--- config.mk ---
export PLATFORM = sky130hd
export DESIGN_NAME = deadline_timer_table_core
export DESIGN_NICKNAME = d
export VERILOG_FILES = /design/src/rtl/core/dtt_pkg.sv /design/src/rtl/core/dtt_datapath.sv /design/src/rtl/core/dtt_ctrl.sv /design/src/rtl/core/deadline_timer_table_core.sv
export SDC_FILE = /design/constraint.sdc
export NUM_CORES = 2
export LEC_CHECK = 0
export ABC_AREA = 1
export BUFFER_PORTS_ARGS = -buffer_cell sky130_fd_sc_hd__buf_4
export CELL_PAD_IN_SITES_DETAIL_PLACEMENT = 1
export CELL_PAD_IN_SITES_GLOBAL_PLACEMENT = 1
export CORE_MARGIN = 2
export CORE_UTILIZATION = 35
export CTS_BUF_LIST = sky130_fd_sc_hd__clkbuf_4
export CTS_CLUSTER_DIAMETER = 40
export CTS_CLUSTER_SIZE = 14
export DETAILED_ROUTE_END_ITERATION = 12
export GPL_TIMING_DRIVEN = 1
export PLACE_DENSITY_LB_ADDON = 0.1
export SLEW_MARGIN = 20
export SYNTH_ARGS = -nofsm -noshare
export SYNTH_HDL_FRONTEND = slang
export SYNTH_SLANG_ARGS = --single-unit
--- constraint.sdc ---
create_clock -name i_clk -period 17.65 [get_ports i_clk]
set_input_delay 3.53 -clock i_clk [delete_from_list [all_inputs] [get_ports i_clk]]
set_output_delay 3.53 -clock i_clk [all_outputs]
set_load 0.005 [all_outputs]
--- src/rtl/core/dtt_pkg.sv ---
// Package for the deadline timer table: sizes, command and status codes,
// payload words and the control/status bundles between controller and datapath.
// Depends on nothing.
`timescale 1ns / 1ps
`default_nettype none

package dtt_pkg;

    localparam int unsigned TIMERS    = 16;
    localparam int unsigned TIME_BITS = 48;
    localparam int unsigned SLOT_BITS = $clog2(TIMERS);
    localparam int unsigned PER_BITS  = 32;
    localparam int unsigned WAIT_BITS = 32;
    localparam int unsigned ID_BITS   = 4;

    // Offset that turns a signed distance from now into an unsigned key.
    localparam logic [TIME_BITS-1:0] TSIGN = {1'b1, {(TIME_BITS-1){1'b0}}};

    localparam logic [2:0] CMD_ADD     = 3'd0;
    localparam logic [2:0] CMD_CANCEL  = 3'd1;
    localparam logic [2:0] CMD_REFRESH = 3'd2;
    localparam logic [2:0] CMD_RESET   = 3'd3;
    localparam logic [2:0] CMD_EXPIRE  = 3'd4;
    localparam logic [2:0] CMD_QUERY   = 3'd5;

    localparam logic [1:0] ST_OK       = 2'd0;
    localparam logic [1:0] ST_INACTIVE = 2'd1;
    localparam logic [1:0] ST_FULL     = 2'd2;
    localparam logic [1:0] ST_EMPTY    = 2'd3;

    typedef logic [SLOT_BITS-1:0] t_slot;
    typedef logic [TIME_BITS-1:0] t_time;

    typedef struct packed {
        logic [2:0]           cmd;
        logic [TIME_BITS-1:0] now_ms;
        logic [3:0]           slot;
        logic [PER_BITS-1:0]  period_ms;
        logic                 oneshot;
        logic                 restart;
    } t_in_word;

    typedef struct packed {
        logic [1:0]           status;
        logic [ID_BITS-1:0]   slot_id;
        logic [WAIT_BITS-1:0] wait_ms;
        logic                 front_inserted;
        logic                 has_timer;
        logic                 last;
    } t_out_word;

    typedef struct packed {
        logic load;
        logic decode;
        logic alloc;
        logic cancel;
        logic refresh;
        logic rst_start;
        logic rst_write;
        logic scan_clr;
        logic scan_step;
        logic take;
        logic emit;
        logic respond;
    } t_dp_ctl;

    typedef struct packed {
        logic [2:0] cmd;
        logic       slot_ok;
        logic       keep_same;
        logic       scan_last;
        logic       found;
        logic       list_empty;
        logic       emit_last;
    } t_dp_stat;

endpackage

`default_nettype wire

--- src/rtl/core/dtt_datapath.sv ---
// Datapath of the deadline timer table: the timer store, the minimum-deadline
// scan unit, the expiry list and the result register.
// Depends on dtt_pkg.
`timescale 1ns / 1ps
`default_nettype none

module dtt_datapath import dtt_pkg::*; (
    input  wire logic      i_clk,
    input  wire logic      i_rst_n,
    input  wire t_in_word  i_item,
    input  wire t_dp_ctl   i_ctl,
    output t_dp_stat       o_stat,
    output logic           o_result_valid,
    output t_out_word      o_result
);

    // Timer store.
    logic                r_valid [TIMERS];
    logic                r_taken [TIMERS];
    logic                r_oneshot [TIMERS];
    logic [PER_BITS-1:0] r_period [TIMERS];
    t_time               r_deadline [TIMERS];
    t_slot               r_list [TIMERS];

    t_in_word            r_item, n_item;
    t_slot               r_idx, n_idx;
    t_slot               r_best, n_best;
    t_time               r_best_key, n_best_key;
    logic                r_found, n_found;
    t_slot               r_target, n_target;
    logic [1:0]          r_status, n_status;
    t_time               r_tmp, n_tmp;
    logic [SLOT_BITS:0]  r_count, n_count;
    t_slot               r_emit, n_emit;
    logic                r_out_valid, n_out_valid;
    t_out_word           r_out, n_out;

    t_slot               rd_idx;
    t_time               rd_deadline;
    logic [PER_BITS-1:0] rd_period;
    logic                rd_oneshot;
    t_time               key_now;
    logic                eligible;
    logic                free_any;
    t_slot               free_idx;
    logic                slot_hit;
    logic                any_valid;
    logic                late;
    logic [WAIT_BITS-1:0] wait_val;

    logic                wr_dl_en;
    t_time               wr_dl_data;
    logic                wr_per_en;
    logic                wr_one_en;

    assign rd_idx      = i_ctl.scan_step ? r_idx : (i_ctl.take ? r_best : r_target);
    assign rd_deadline = r_deadline[rd_idx];
    assign rd_period   = r_period[rd_idx];
    assign rd_oneshot  = r_oneshot[rd_idx];

    // Signed distance of the deadline from now, offset so that it sorts unsigned.
    assign key_now  = (rd_deadline - r_item.now_ms) ^ TSIGN;
    assign eligible = r_valid[r_idx] && !r_taken[r_idx]
                      && ((r_item.cmd != CMD_EXPIRE) || (key_now <= TSIGN));

    always_comb begin
        free_any  = 1'b0;
        free_idx  = '0;
        any_valid = 1'b0;
        for (int i = TIMERS - 1; i >= 0; i--) begin
            if (!r_valid[i]) begin
                free_any = 1'b1;
                free_idx = SLOT_BITS'(i);
            end
            if (r_valid[i]) begin
                any_valid = 1'b1;
            end
        end
    end

    assign slot_hit = (32'(r_item.slot) < TIMERS) && r_valid[r_item.slot[SLOT_BITS-1:0]];

    // A deadline still ahead of now gives a positive wait, which saturates.
    assign late = r_best_key[TIME_BITS-1] && (|r_best_key[TIME_BITS-2:0]);
    always_comb begin
        if (!late) begin
            wait_val = '0;
        end else if (|r_best_key[TIME_BITS-2:WAIT_BITS]) begin
            wait_val = '1;
        end else begin
            wait_val = r_best_key[WAIT_BITS-1:0];
        end
    end

    always_comb begin
        o_stat.cmd        = r_item.cmd;
        o_stat.slot_ok    = (r_item.cmd == CMD_ADD) ? free_any : slot_hit;
        o_stat.keep_same  = (rd_period == r_item.period_ms) && !r_item.restart;
        o_stat.scan_last  = (r_idx == SLOT_BITS'(TIMERS - 1));
        o_stat.found      = r_found || eligible;
        o_stat.list_empty = (r_count == '0);
        o_stat.emit_last  = (r_count == ({1'b0, r_emit} + (SLOT_BITS+1)'(1)));
    end

    // Store write controls.
    always_comb begin
        wr_dl_en   = 1'b0;
        wr_dl_data = r_item.now_ms + TIME_BITS'(r_item.period_ms);
        wr_per_en  = i_ctl.alloc || i_ctl.rst_write;
        wr_one_en  = i_ctl.alloc;
        if (i_ctl.alloc) begin
            wr_dl_en = 1'b1;
        end else if (i_ctl.refresh) begin
            wr_dl_en   = 1'b1;
            wr_dl_data = r_item.now_ms + TIME_BITS'(rd_period);
        end else if (i_ctl.rst_write) begin
            wr_dl_en   = 1'b1;
            wr_dl_data = r_tmp + TIME_BITS'(r_item.period_ms);
        end else if (i_ctl.take && !rd_oneshot) begin
            wr_dl_en   = 1'b1;
            wr_dl_data = r_item.now_ms + TIME_BITS'(rd_period);
        end
    end

    always_comb begin
        n_item      = r_item;
        n_idx       = r_idx;
        n_best      = r_best;
        n_best_key  = r_best_key;
        n_found     = r_found;
        n_target    = r_target;
        n_status    = r_status;
        n_tmp       = r_tmp;
        n_count     = r_count;
        n_emit      = r_emit;
        n_out_valid = i_ctl.emit || i_ctl.respond;
        n_out       = r_out;

        if (i_ctl.load) begin
            n_item = i_item;
        end

        if (i_ctl.decode) begin
            n_found  = 1'b0;
            n_count  = '0;
            n_emit   = '0;
            n_target = (r_item.cmd == CMD_ADD) ? free_idx : r_item.slot[SLOT_BITS-1:0];
            case (r_item.cmd)
                CMD_ADD:     n_status = free_any ? ST_OK : ST_FULL;
                CMD_CANCEL,
                CMD_REFRESH,
                CMD_RESET:   n_status = slot_hit ? ST_OK : ST_INACTIVE;
                CMD_EXPIRE:  n_status = ST_EMPTY;
                CMD_QUERY:   n_status = ST_OK;
                default:     n_status = ST_EMPTY;
            endcase
        end

        if (i_ctl.rst_start) begin
            n_tmp = r_item.restart ? r_item.now_ms : rd_deadline - TIME_BITS'(rd_period);
        end

        if (i_ctl.scan_clr) begin
            n_idx   = '0;
            n_found = 1'b0;
        end

        if (i_ctl.scan_step) begin
            n_idx = r_idx + SLOT_BITS'(1);
            // Ascending scan with a strict compare keeps ties on the lower slot.
            if (eligible && (!r_found || key_now < r_best_key)) begin
                n_best     = r_idx;
                n_best_key = key_now;
                n_found    = 1'b1;
            end
        end

        if (i_ctl.take) begin
            n_count = r_count + (SLOT_BITS+1)'(1);
        end

        if (i_ctl.emit) begin
            n_emit               = r_emit + SLOT_BITS'(1);
            n_out.status         = ST_OK;
            n_out.slot_id        = ID_BITS'(r_list[r_emit]);
            n_out.wait_ms        = '0;
            n_out.front_inserted = 1'b0;
            n_out.has_timer      = any_valid;
            n_out.last           = o_stat.emit_last;
        end

        if (i_ctl.respond) begin
            n_out.status  = ((r_item.cmd == CMD_QUERY) && !r_found) ? ST_EMPTY : r_status;
            n_out.slot_id = ((r_item.cmd == CMD_ADD) && (r_status == ST_OK))
                            ? ID_BITS'(r_target) : '0;
            n_out.wait_ms = ((r_item.cmd == CMD_QUERY) && r_found) ? wait_val : '0;
            n_out.front_inserted = ((r_item.cmd == CMD_ADD) || (r_item.cmd == CMD_RESET))
                                   && r_found && (r_best == r_target);
            n_out.has_timer = any_valid;
            n_out.last      = 1'b1;
        end
    end

    // Control state.
    always_ff @(posedge i_clk) begin
        if (!i_rst_n) begin
            for (int i = 0; i < TIMERS; i++) begin
                r_valid[i] <= 1'b0;
                r_taken[i] <= 1'b0;
            end
            r_idx       <= '0;
            r_found     <= 1'b0;
            r_count     <= '0;
            r_emit      <= '0;
            r_out_valid <= 1'b0;
        end else begin
            r_idx       <= n_idx;
            r_found     <= n_found;
            r_count     <= n_count;
            r_emit      <= n_emit;
            r_out_valid <= n_out_valid;
            if (i_ctl.decode) begin
                for (int i = 0; i < TIMERS; i++) begin
                    r_taken[i] <= 1'b0;
                end
            end
            if (i_ctl.alloc) begin
                r_valid[r_target] <= 1'b1;
            end
            if (i_ctl.cancel) begin
                r_valid[r_target] <= 1'b0;
            end
            if (i_ctl.take) begin
                r_taken[r_best] <= 1'b1;
                if (rd_oneshot) begin
                    r_valid[r_best] <= 1'b0;
                end
            end
        end
    end

    // Payload state.
    always_ff @(posedge i_clk) begin
        r_item     <= n_item;
        r_best     <= n_best;
        r_best_key <= n_best_key;
        r_target   <= n_target;
        r_status   <= n_status;
        r_tmp      <= n_tmp;
        r_out      <= n_out;
        if (wr_dl_en) begin
            r_deadline[rd_idx] <= wr_dl_data;
        end
        if (wr_per_en) begin
            r_period[rd_idx] <= r_item.period_ms;
        end
        if (wr_one_en) begin
            r_oneshot[rd_idx] <= r_item.oneshot;
        end
        if (i_ctl.take) begin
            r_list[r_count[SLOT_BITS-1:0]] <= r_best;
        end
    end

    assign o_result_valid = r_out_valid;
    assign o_result       = r_out;

endmodule

`default_nettype wire

--- src/rtl/core/dtt_ctrl.sv ---
// Controller of the deadline timer table: sequences each command through the
// datapath by issuing one control bundle a cycle.
// Depends on dtt_pkg.
`timescale 1ns / 1ps
`default_nettype none

module dtt_ctrl import dtt_pkg::*; (
    input  wire logic     i_clk,
    input  wire logic     i_rst_n,
    input  wire logic     i_start,
    input  wire t_dp_stat i_stat,
    output logic          o_busy,
    output t_dp_ctl       o_ctl
);

    localparam logic [3:0] S_IDLE    = 4'd0;
    localparam logic [3:0] S_DECODE  = 4'd1;
    localparam logic [3:0] S_ALLOC   = 4'd2;
    localparam logic [3:0] S_CANCEL  = 4'd3;
    localparam logic [3:0] S_REFRESH = 4'd4;
    localparam logic [3:0] S_RST_A   = 4'd5;
    localparam logic [3:0] S_RST_B   = 4'd6;
    localparam logic [3:0] S_SCAN    = 4'd7;
    localparam logic [3:0] S_TAKE    = 4'd8;
    localparam logic [3:0] S_EMIT    = 4'd9;
    localparam logic [3:0] S_RESP    = 4'd10;

    logic [3:0] r_state, n_state;

    always_comb begin
        n_state = r_state;
        o_ctl   = '0;
        case (r_state)
            S_IDLE: begin
                if (i_start) begin
                    o_ctl.load = 1'b1;
                    n_state    = S_DECODE;
                end
            end
            S_DECODE: begin
                o_ctl.decode = 1'b1;
                case (i_stat.cmd)
                    CMD_ADD:     n_state = i_stat.slot_ok ? S_ALLOC : S_RESP;
                    CMD_CANCEL:  n_state = i_stat.slot_ok ? S_CANCEL : S_RESP;
                    CMD_REFRESH: n_state = i_stat.slot_ok ? S_REFRESH : S_RESP;
                    CMD_RESET:   n_state = i_stat.slot_ok ? S_RST_A : S_RESP;
                    CMD_EXPIRE,
                    CMD_QUERY: begin
                        o_ctl.scan_clr = 1'b1;
                        n_state        = S_SCAN;
                    end
                    default:     n_state = S_RESP;
                endcase
            end
            S_ALLOC: begin
                o_ctl.alloc    = 1'b1;
                o_ctl.scan_clr = 1'b1;
                n_state        = S_SCAN;
            end
            S_CANCEL: begin
                o_ctl.cancel = 1'b1;
                n_state      = S_RESP;
            end
            S_REFRESH: begin
                o_ctl.refresh = 1'b1;
                n_state       = S_RESP;
            end
            S_RST_A: begin
                // An unchanged period counted from the old start is left alone.
                if (i_stat.keep_same) begin
                    n_state = S_RESP;
                end else begin
                    o_ctl.rst_start = 1'b1;
                    n_state         = S_RST_B;
                end
            end
            S_RST_B: begin
                o_ctl.rst_write = 1'b1;
                o_ctl.scan_clr  = 1'b1;
                n_state         = S_SCAN;
            end
            S_SCAN: begin
                o_ctl.scan_step = 1'b1;
                if (i_stat.scan_last) begin
                    if (i_stat.cmd == CMD_EXPIRE) begin
                        if (i_stat.found) begin
                            n_state = S_TAKE;
                        end else if (i_stat.list_empty) begin
                            n_state = S_RESP;
                        end else begin
                            n_state = S_EMIT;
                        end
                    end else begin
                        n_state = S_RESP;
                    end
                end
            end
            S_TAKE: begin
                o_ctl.take     = 1'b1;
                o_ctl.scan_clr = 1'b1;
                n_state        = S_SCAN;
            end
            S_EMIT: begin
                o_ctl.emit = 1'b1;
                if (i_stat.emit_last) begin
                    n_state = S_IDLE;
                end
            end
            S_RESP: begin
                o_ctl.respond = 1'b1;
                n_state       = S_IDLE;
            end
            default: begin
                n_state = S_IDLE;
            end
        endcase
    end

    always_ff @(posedge i_clk) begin
        if (!i_rst_n) begin
            r_state <= S_IDLE;
        end else begin
            r_state <= n_state;
        end
    end

    assign o_busy = (r_state != S_IDLE);

endmodule

`default_nettype wire

--- src/rtl/core/deadline_timer_table_core.sv ---
// Top level of the deadline timer table: a controller and a datapath.
// Depends on dtt_pkg, dtt_ctrl and dtt_datapath.
//
// A command word is taken when start is high and busy is low; its results
// leave one a cycle on o_result, each marked by o_result_valid for exactly one
// cycle, and the receiver has no way to hold them back. The datapath finds the
// earliest deadline with a scan that visits one slot a cycle over all TIMERS
// slots. Add, reset and query run a scan; cancel, refresh, a reset that
// changes nothing and failed commands do not. Expire runs a scan and an update
// step for every due timer and one final scan, then emits its words back to
// back, or gives a single empty response when nothing is due. There is no
// clearing pass after reset; the block takes a command in the first cycle.
`timescale 1ns / 1ps
`default_nettype none

module deadline_timer_table_core import dtt_pkg::*; (
    input  wire logic     i_clk,
    input  wire logic     i_rst_n,
    input  wire logic     start,
    output logic          busy,
    input  wire t_in_word i_item,
    output logic          o_result_valid,
    output t_out_word     o_result
);

    t_dp_ctl  ctl;
    t_dp_stat stat;

    dtt_ctrl u_ctrl (
        .i_clk   (i_clk),
        .i_rst_n (i_rst_n),
        .i_start (start),
        .i_stat  (stat),
        .o_busy  (busy),
        .o_ctl   (ctl)
    );

    dtt_datapath u_datapath (
        .i_clk          (i_clk),
        .i_rst_n        (i_rst_n),
        .i_item         (i_item),
        .i_ctl          (ctl),
        .o_stat         (stat),
        .o_result_valid (o_result_valid),
        .o_result       (o_result)
    );

endmodule

`default_nettype wire
======== Word-level counts from Yosys, hierarchy flattened ========
Memory sizes are Yosys's and may differ from the RTL's. A register that Yosys moved wholly into a read port is not among the register bits.
Index checks and enable logic that the tools add are counted.
cells by class
  eq/ne operators ......................... 23
  magnitude comparators ................... 2
  reduce and logical (&&, ||, !) cells .... 41
  mux-type cells .......................... 165
  bitwise gates (word level) .............. 18
  add/subtract/negate cells ............... 9
operators with widths
  cell                                           number
  2-to-1 mux 48 bit                              5
  2-to-1 mux 4 bit                               44
  adder 48 x 32 -> 48 bit                        3
  2-to-1 mux 1 bit                               102
  2-to-1 mux 32 bit                              3
  2-to-1 mux 41 bit                              2
  <= comparator 48 bit, second input constant    1
  < comparator 48 bit                            1
  subtractor 48 x 32 -> 48 bit                   1
  subtractor 48 bit                              1
  OR reduction 47 bit                            1
  == test 32 bit                                 1
  one-hot mux 4 bit (7 select lines)             1
  one-hot mux 4 bit (5 select lines)             1
  bitwise OR 1 bit                               17
  == test 4 x 3 -> 1 bit, second input constant  4
  == test 4 bit, second input constant           4
  OR reduction 15 bit                            1
  logical AND 1 bit                              11
  2-to-1 mux 5 bit                               2
  adder 4 x 1 -> 4 bit, second input constant    2
  == test 4 x 2 -> 1 bit, second input constant  2
  nonzero test 2 bit                             4
  == test 3 x 2 -> 1 bit, second input constant  2
  other kinds (25)                               42
word-level totals
  memories ................................ 6
  RAM bits ................................ 1392
  flip-flop bits (word level) ............. 255
  output and inout bits ................... 43
  input port bits ......................... 92
  logic and storage cells ................. 287
memories
  memory                 words  bits a word  rd ports  clocked after memory_dff  wr ports  RTL line            text
  u_datapath.r_deadline  16     48           1         0                         1         dtt_datapath.sv:22  t_time r_deadline [TIMERS];
  u_datapath.r_period    16     32           1         0                         1         dtt_datapath.sv:21  logic [PER_BITS-1:0] r_period [TIMERS];
  u_datapath.r_list      16     4            1         1                         1         dtt_datapath.sv:23  t_slot r_list [TIMERS];
  u_datapath.r_oneshot   16     1            1         0                         1         dtt_datapath.sv:20  logic r_oneshot [TIMERS];
  u_datapath.r_taken     16     1            1         1                         16        dtt_datapath.sv:19  logic r_taken [TIMERS];
  u_datapath.r_valid     16     1            18        2                         16        dtt_datapath.sv:18  logic r_valid [TIMERS];

======== Logic depth before layout (Yosys ltp) ========
An unclocked memory read counts as a cell.
  depth in word-level cells ............... 21
  mapped depth ............................ 46
  mapped depth without buffers ............ 41

======== Modules after synthesis ========
Synthesis repeated with hierarchy kept, for this count alone.
unflattened totals
  cell total of the unflattened synthesis .. 7226
  area total of the unflattened synthesis .. 78218.8 µm²
modules (own cells, without submodules)
  module        instances  sequential area each (µm²)  cells each  area each (µm²)
  dtt_datapath  1          49097.1                     7134        77737.1
  dtt_ctrl      1          80.1                        92          481.7

======== Worst setup path after synthesis ========
Ideal clock, no wire load.
  kind .................................... in2reg
  from .................................... input port start
  to ...................................... register with a tool-made name
  setup time .............................. 0.120 ns
  stages on the path ...................... 5
  data arrival time ....................... 7.998 ns
  buffers on the path ..................... 0
  data required time ...................... 17.530 ns
  path slack .............................. 9.532 ns
  cells stage by stage .................... inv_1 > nor2_1 > inv_1 > nand2_1 > nand2_1
RTL lines
  item         RTL line                         text
  from (decl)  deadline_timer_table_core.sv:19  input wire logic start,

======== Worst setup path after layout ========
  from .................................... register u_ctrl.r_state[2]
  to ...................................... register u_datapath.r_best_key[39], enable pin
between the ends
  elaborated cells between the ends (all ways) .. 16
  classes of those cells .................. add/sub (1); order compare (2); eq/ne (2); mux (4); bitwise (1); reduce/logical (5); memory (1)
RTL lines
  item                             RTL line             text
  from (decl)                      dtt_ctrl.sv:28       logic [3:0] r_state, n_state;
  from (signal assigned)           dtt_ctrl.sv:123      r_state <= n_state;
  == test 4 bit                    dtt_ctrl.sv:33       case (r_state)
  2-to-1 mux 1 bit                 dtt_ctrl.sv:33
  2-to-1 mux 4 bit                 dtt_datapath.sv:56   assign rd_idx = i_ctl.scan_step ? r_idx : (i_ctl.take ? r_best : r_target);
  2-to-1 mux 4 bit *               dtt_datapath.sv:56
  memory read (16 x 48 bit) *      --
  subtractor 48 bit *              dtt_datapath.sv:62   assign key_now = (rd_deadline - r_item.now_ms) ^ TSIGN;
  via u_datapath.key_now[30]       dtt_datapath.sv:42   t_time key_now;
  <= comparator 48 bit             dtt_datapath.sv:64   && ((r_item.cmd != CMD_EXPIRE) || (key_now <= TSIGN));
  logical OR 1 bit                 dtt_datapath.sv:64
  logical AND 1 bit                dtt_datapath.sv:64
  logical AND 1 bit *              dtt_datapath.sv:171  if (eligible && (!r_found || key_now < r_best_key)) begin
  AND reduction 2 bit (no line) *  --
  to (signal assigned)             dtt_datapath.sv:246  r_best_key <= n_best_key;
  to (decl)                        dtt_datapath.sv:28   t_time r_best_key, n_best_key;
The timed path passes the listed nets; every way through them passes the cells marked *.
A chain may end at the register's enable or synchronous reset.

==> results.ini <==
[run_status]
status = completed

[sta]
hold_viol = 0
period_share = 0.5422
whs_ps = 492.3
max_freq_ghz = 0.1045
fin_worst_skew_ps = 107.2
rsz0062_at_grt = no
worst_pin_slew_ps = 1170
drv_slew = 0
fin_tns_setup_ps = 0
slew_headroom = 0.2127
period_minus_slack_ps = 9570
setup_violations = 0

[setup_path]
setup.worst_path.start_class = register
crit_top_cell = nand2_1
worstSetupPathType = reg2reg
slowest_stage = fa_1
end_kind = register
cp_data_arrival_time_ps = 10570
crit_path_max_incr_delay_ps = 820
critPathRequiredTime_ps = 18650
crit_fanout = 95

[synthesis]
yosysWarnings = 0
ys_types = 69
ys_ff_latch = 1659
synthesis.nets = 7467
synth_edf_count = 1595
netlist_instances = 7142
yosysSeqAreaShare = 0.6383
syn_avg_cell_area_um2 = 10.79
syn_area_um2 = 77040
synthFlopType = edfxtp_1
async_flop_share = 0

[clock_network]
cts_setup_buffers = 0
root_buffer = clkbuf_4
cts_buffer_depth = 4
cts.sinks = 1659
insertion_delay_ps = 1410
ctsHoldBuffers = 0
clkTransAtPathRegs_ps = 100
cts_tree = yes
ctsHtreeMaxLevel = 5
cts_buffers = 300
ctsResizeCount = 0

[routing]
vias = 58620
drcViolationCount = 0
drt_iter0_drc = 5166
drtPass1Iterations = 7
wire_per_inst_um = 29.37
ant_nets = 0
routed_wl_mm = 311.5
avgViaCountPerCell = 5.528

[flow_run]
max-cap-violations = 0

[placed_design]
gp_congestion = 1.005
io_buffers = 134
hpwl_mm = 209.4

[global_route]
grt_pass1_wl_mm = 440.4
grt_util_met1 = 0.3864
grt_overflow = 0
grt.total_usage = 0.2741
grt.met3_usage = 0.03353
grt_pass1_vias = 59430
antenna_found_initial = 15
met2_usage = 0.4415
grt_max_degree = 143
grt_busiest_layer = met2

[cells_and_area]
area_delta_synth_final_pct = 12.73
drive_gt1_frac = 0.1205
final_nets = 7822

[die]
initial_core_util = 0.3513
die_width_um = 473.2
pin_count = 135
die_area_um2 = 223900
rows = 172
core_um2 = 219300
die_h_um = 473.2

[hold_path]
hp-class = reg2reg

layer usage:
metal	share of wire	wire, µm
met5	0	0
met1	0.46	142000
met2	0.46	144100
met3	0.053	16600
met4	0.028	8811
synth_stat cells, drive strengths merged, types with 2 or more instances:
| cell | number | area [µm²] |
|---|---|---|
| clkinv | 5 | 18.77 |
| o211ai | 29 | 217.7 |
| o2111a | 30 | 337.8 |
| a31oi | 40 | 250.2 |
| nor2 | 549 | 2158 |
| o21ai | 513 | 2575 |
| or2 | 22 | 137.6 |
| a2111oi | 3 | 26.28 |
| o221ai | 34 | 297.8 |
| fa | 5 | 100.1 |
| a41oi | 3 | 26.28 |
| xor2 | 84 | 735.7 |
| nor4 | 30 | 193.9 |
| and3 | 3 | 18.77 |
| a21oi | 421 | 2107 |
| o21bai | 13 | 97.59 |
| o41ai | 2 | 17.52 |
| o2111ai | 2 | 17.52 |
| o21a | 20 | 150.1 |
| nor3b | 2 | 26.28 |
| a211o | 3 | 26.28 |
| a221oi | 4 | 35.03 |
| nor3 | 74 | 375.4 |
| nand4 | 105 | 656.9 |
| nand3b | 10 | 75.07 |
| a21o | 10 | 75.07 |
| ha | 228 | 2853 |
| a21boi | 15 | 112.6 |
| and2 | 4 | 25.02 |
| o311ai | 3 | 26.28 |
| clkbuf | 122 | 457.9 |
| xnor2 | 42 | 367.9 |
| nand2 | 1590 | 6020 |
| a22oi | 68 | 515.5 |
| edfxtp | 1595 | 47900 |
| dfxtp | 64 | 1281 |
| buf | 119 | 604.3 |
| a211oi | 6 | 45.04 |
| o31ai | 12 | 90.09 |
| inv | 672 | 2530 |
| o22ai | 388 | 2427 |
| nand3 | 190 | 960.9 |
sequential cells by signal, indices dropped and copies added, names as in the netlist, 41 cells and up, named ones only:
signal	flops
u_datapath.r_tmp	48
u_datapath.o_result	41
u_datapath.r_deadline	768
u_datapath.r_best_key	48
u_datapath.r_item	86
u_datapath.r_list	64
u_datapath.r_period	512
worst paths after layout:
path,from,to,slack [ps],depth (start not counted)
max reg2reg,u_ctrl.r_state[2],u_datapath.r_best_key[39],8080,33
max,u_ctrl.r_state[2],u_datapath.r_best_key[39],8080,33
min,u_datapath.r_item[34],register,490,2
min reg2reg,u_datapath.r_item[34],register,490,2
logic make-up (layout without fill, tap and decap cells):
family                     after synthesis  count (layout)  share of synthesized area
xor gates and xnor gates               126             126                    0.01432
muxes                                    1               1                  0.0001299
other                                    0              13                          0
DFF                                   1659            1659                     0.6383
adders and majority gates              233             233                    0.03833
AOI/OAI and AO/OA                     1625            1625                     0.1237
and+or+nand+nor                       2580            2580                     0.1383
buffers and inverters                  918            1497                    0.04687
final cells by class:
type	instances	area [µm²]
fillers	23980	132400
flip-flops and latches	1659	49180
multi-input cells	4565	24610
well taps	2871	3592
inverters	677	2562
clock buffers	341	2560
repair buffers	294	2273
clock inverters	185	2037
diodes	13	32.53
stage by stage:
stage,std cells,utilization,setup slack [ps],area [µm²]
floorplan,7142,-,9532,77040
global placement,10070,0.3749,8346,82210
detailed placement,10070,0.3749,8298,82210
CTS,10590,0.3959,8266,86810
global route,10600,0.3960,7547,86830
finish,10610,0.3960,8080,86850
worst max-delay path: cells and delay by family (launching register included):
kind                     cells  cell delay, ps
flip-flops                   1             680
XOR/XNOR                     1             430
AND/OR/NAND/NOR             17            3190
AO/OA/AOI/OAI                5            1110
adder cells (fa/ha/maj)      2            1150
buffers and inverters        8            2410
cell usage in the layout (no fill, tap or decap), types with 27 or more instances in the layout:
cell,netlist,layout
a21oi_1,421,420
a22oi_1,67,67
a31oi_1,40,39
buf_4,3,288
bufinv_16,0,35
clkbuf_4,0,341
clkinv_1,5,38
clkinv_2,0,34
clkinvlp_4,0,33
dfxtp_1,64,64
edfxtp_1,1595,1595
ha_1,228,228
inv_1,650,645
nand2_1,1583,1583
nand3_1,188,188
nand4_1,105,105
nor2_1,521,497
nor3_1,73,59
nor4_1,29,27
o2111a_1,30,30
o211ai_1,29,29
o21ai_0,454,453
o21ai_1,57,58
o221ai_1,34,28
o22ai_1,388,387
xnor2_1,42,42
xor2_1,84,84
Power is not shown: default switching activity piles up to over one toggle a cycle in this logic, so the estimate is an artifact.
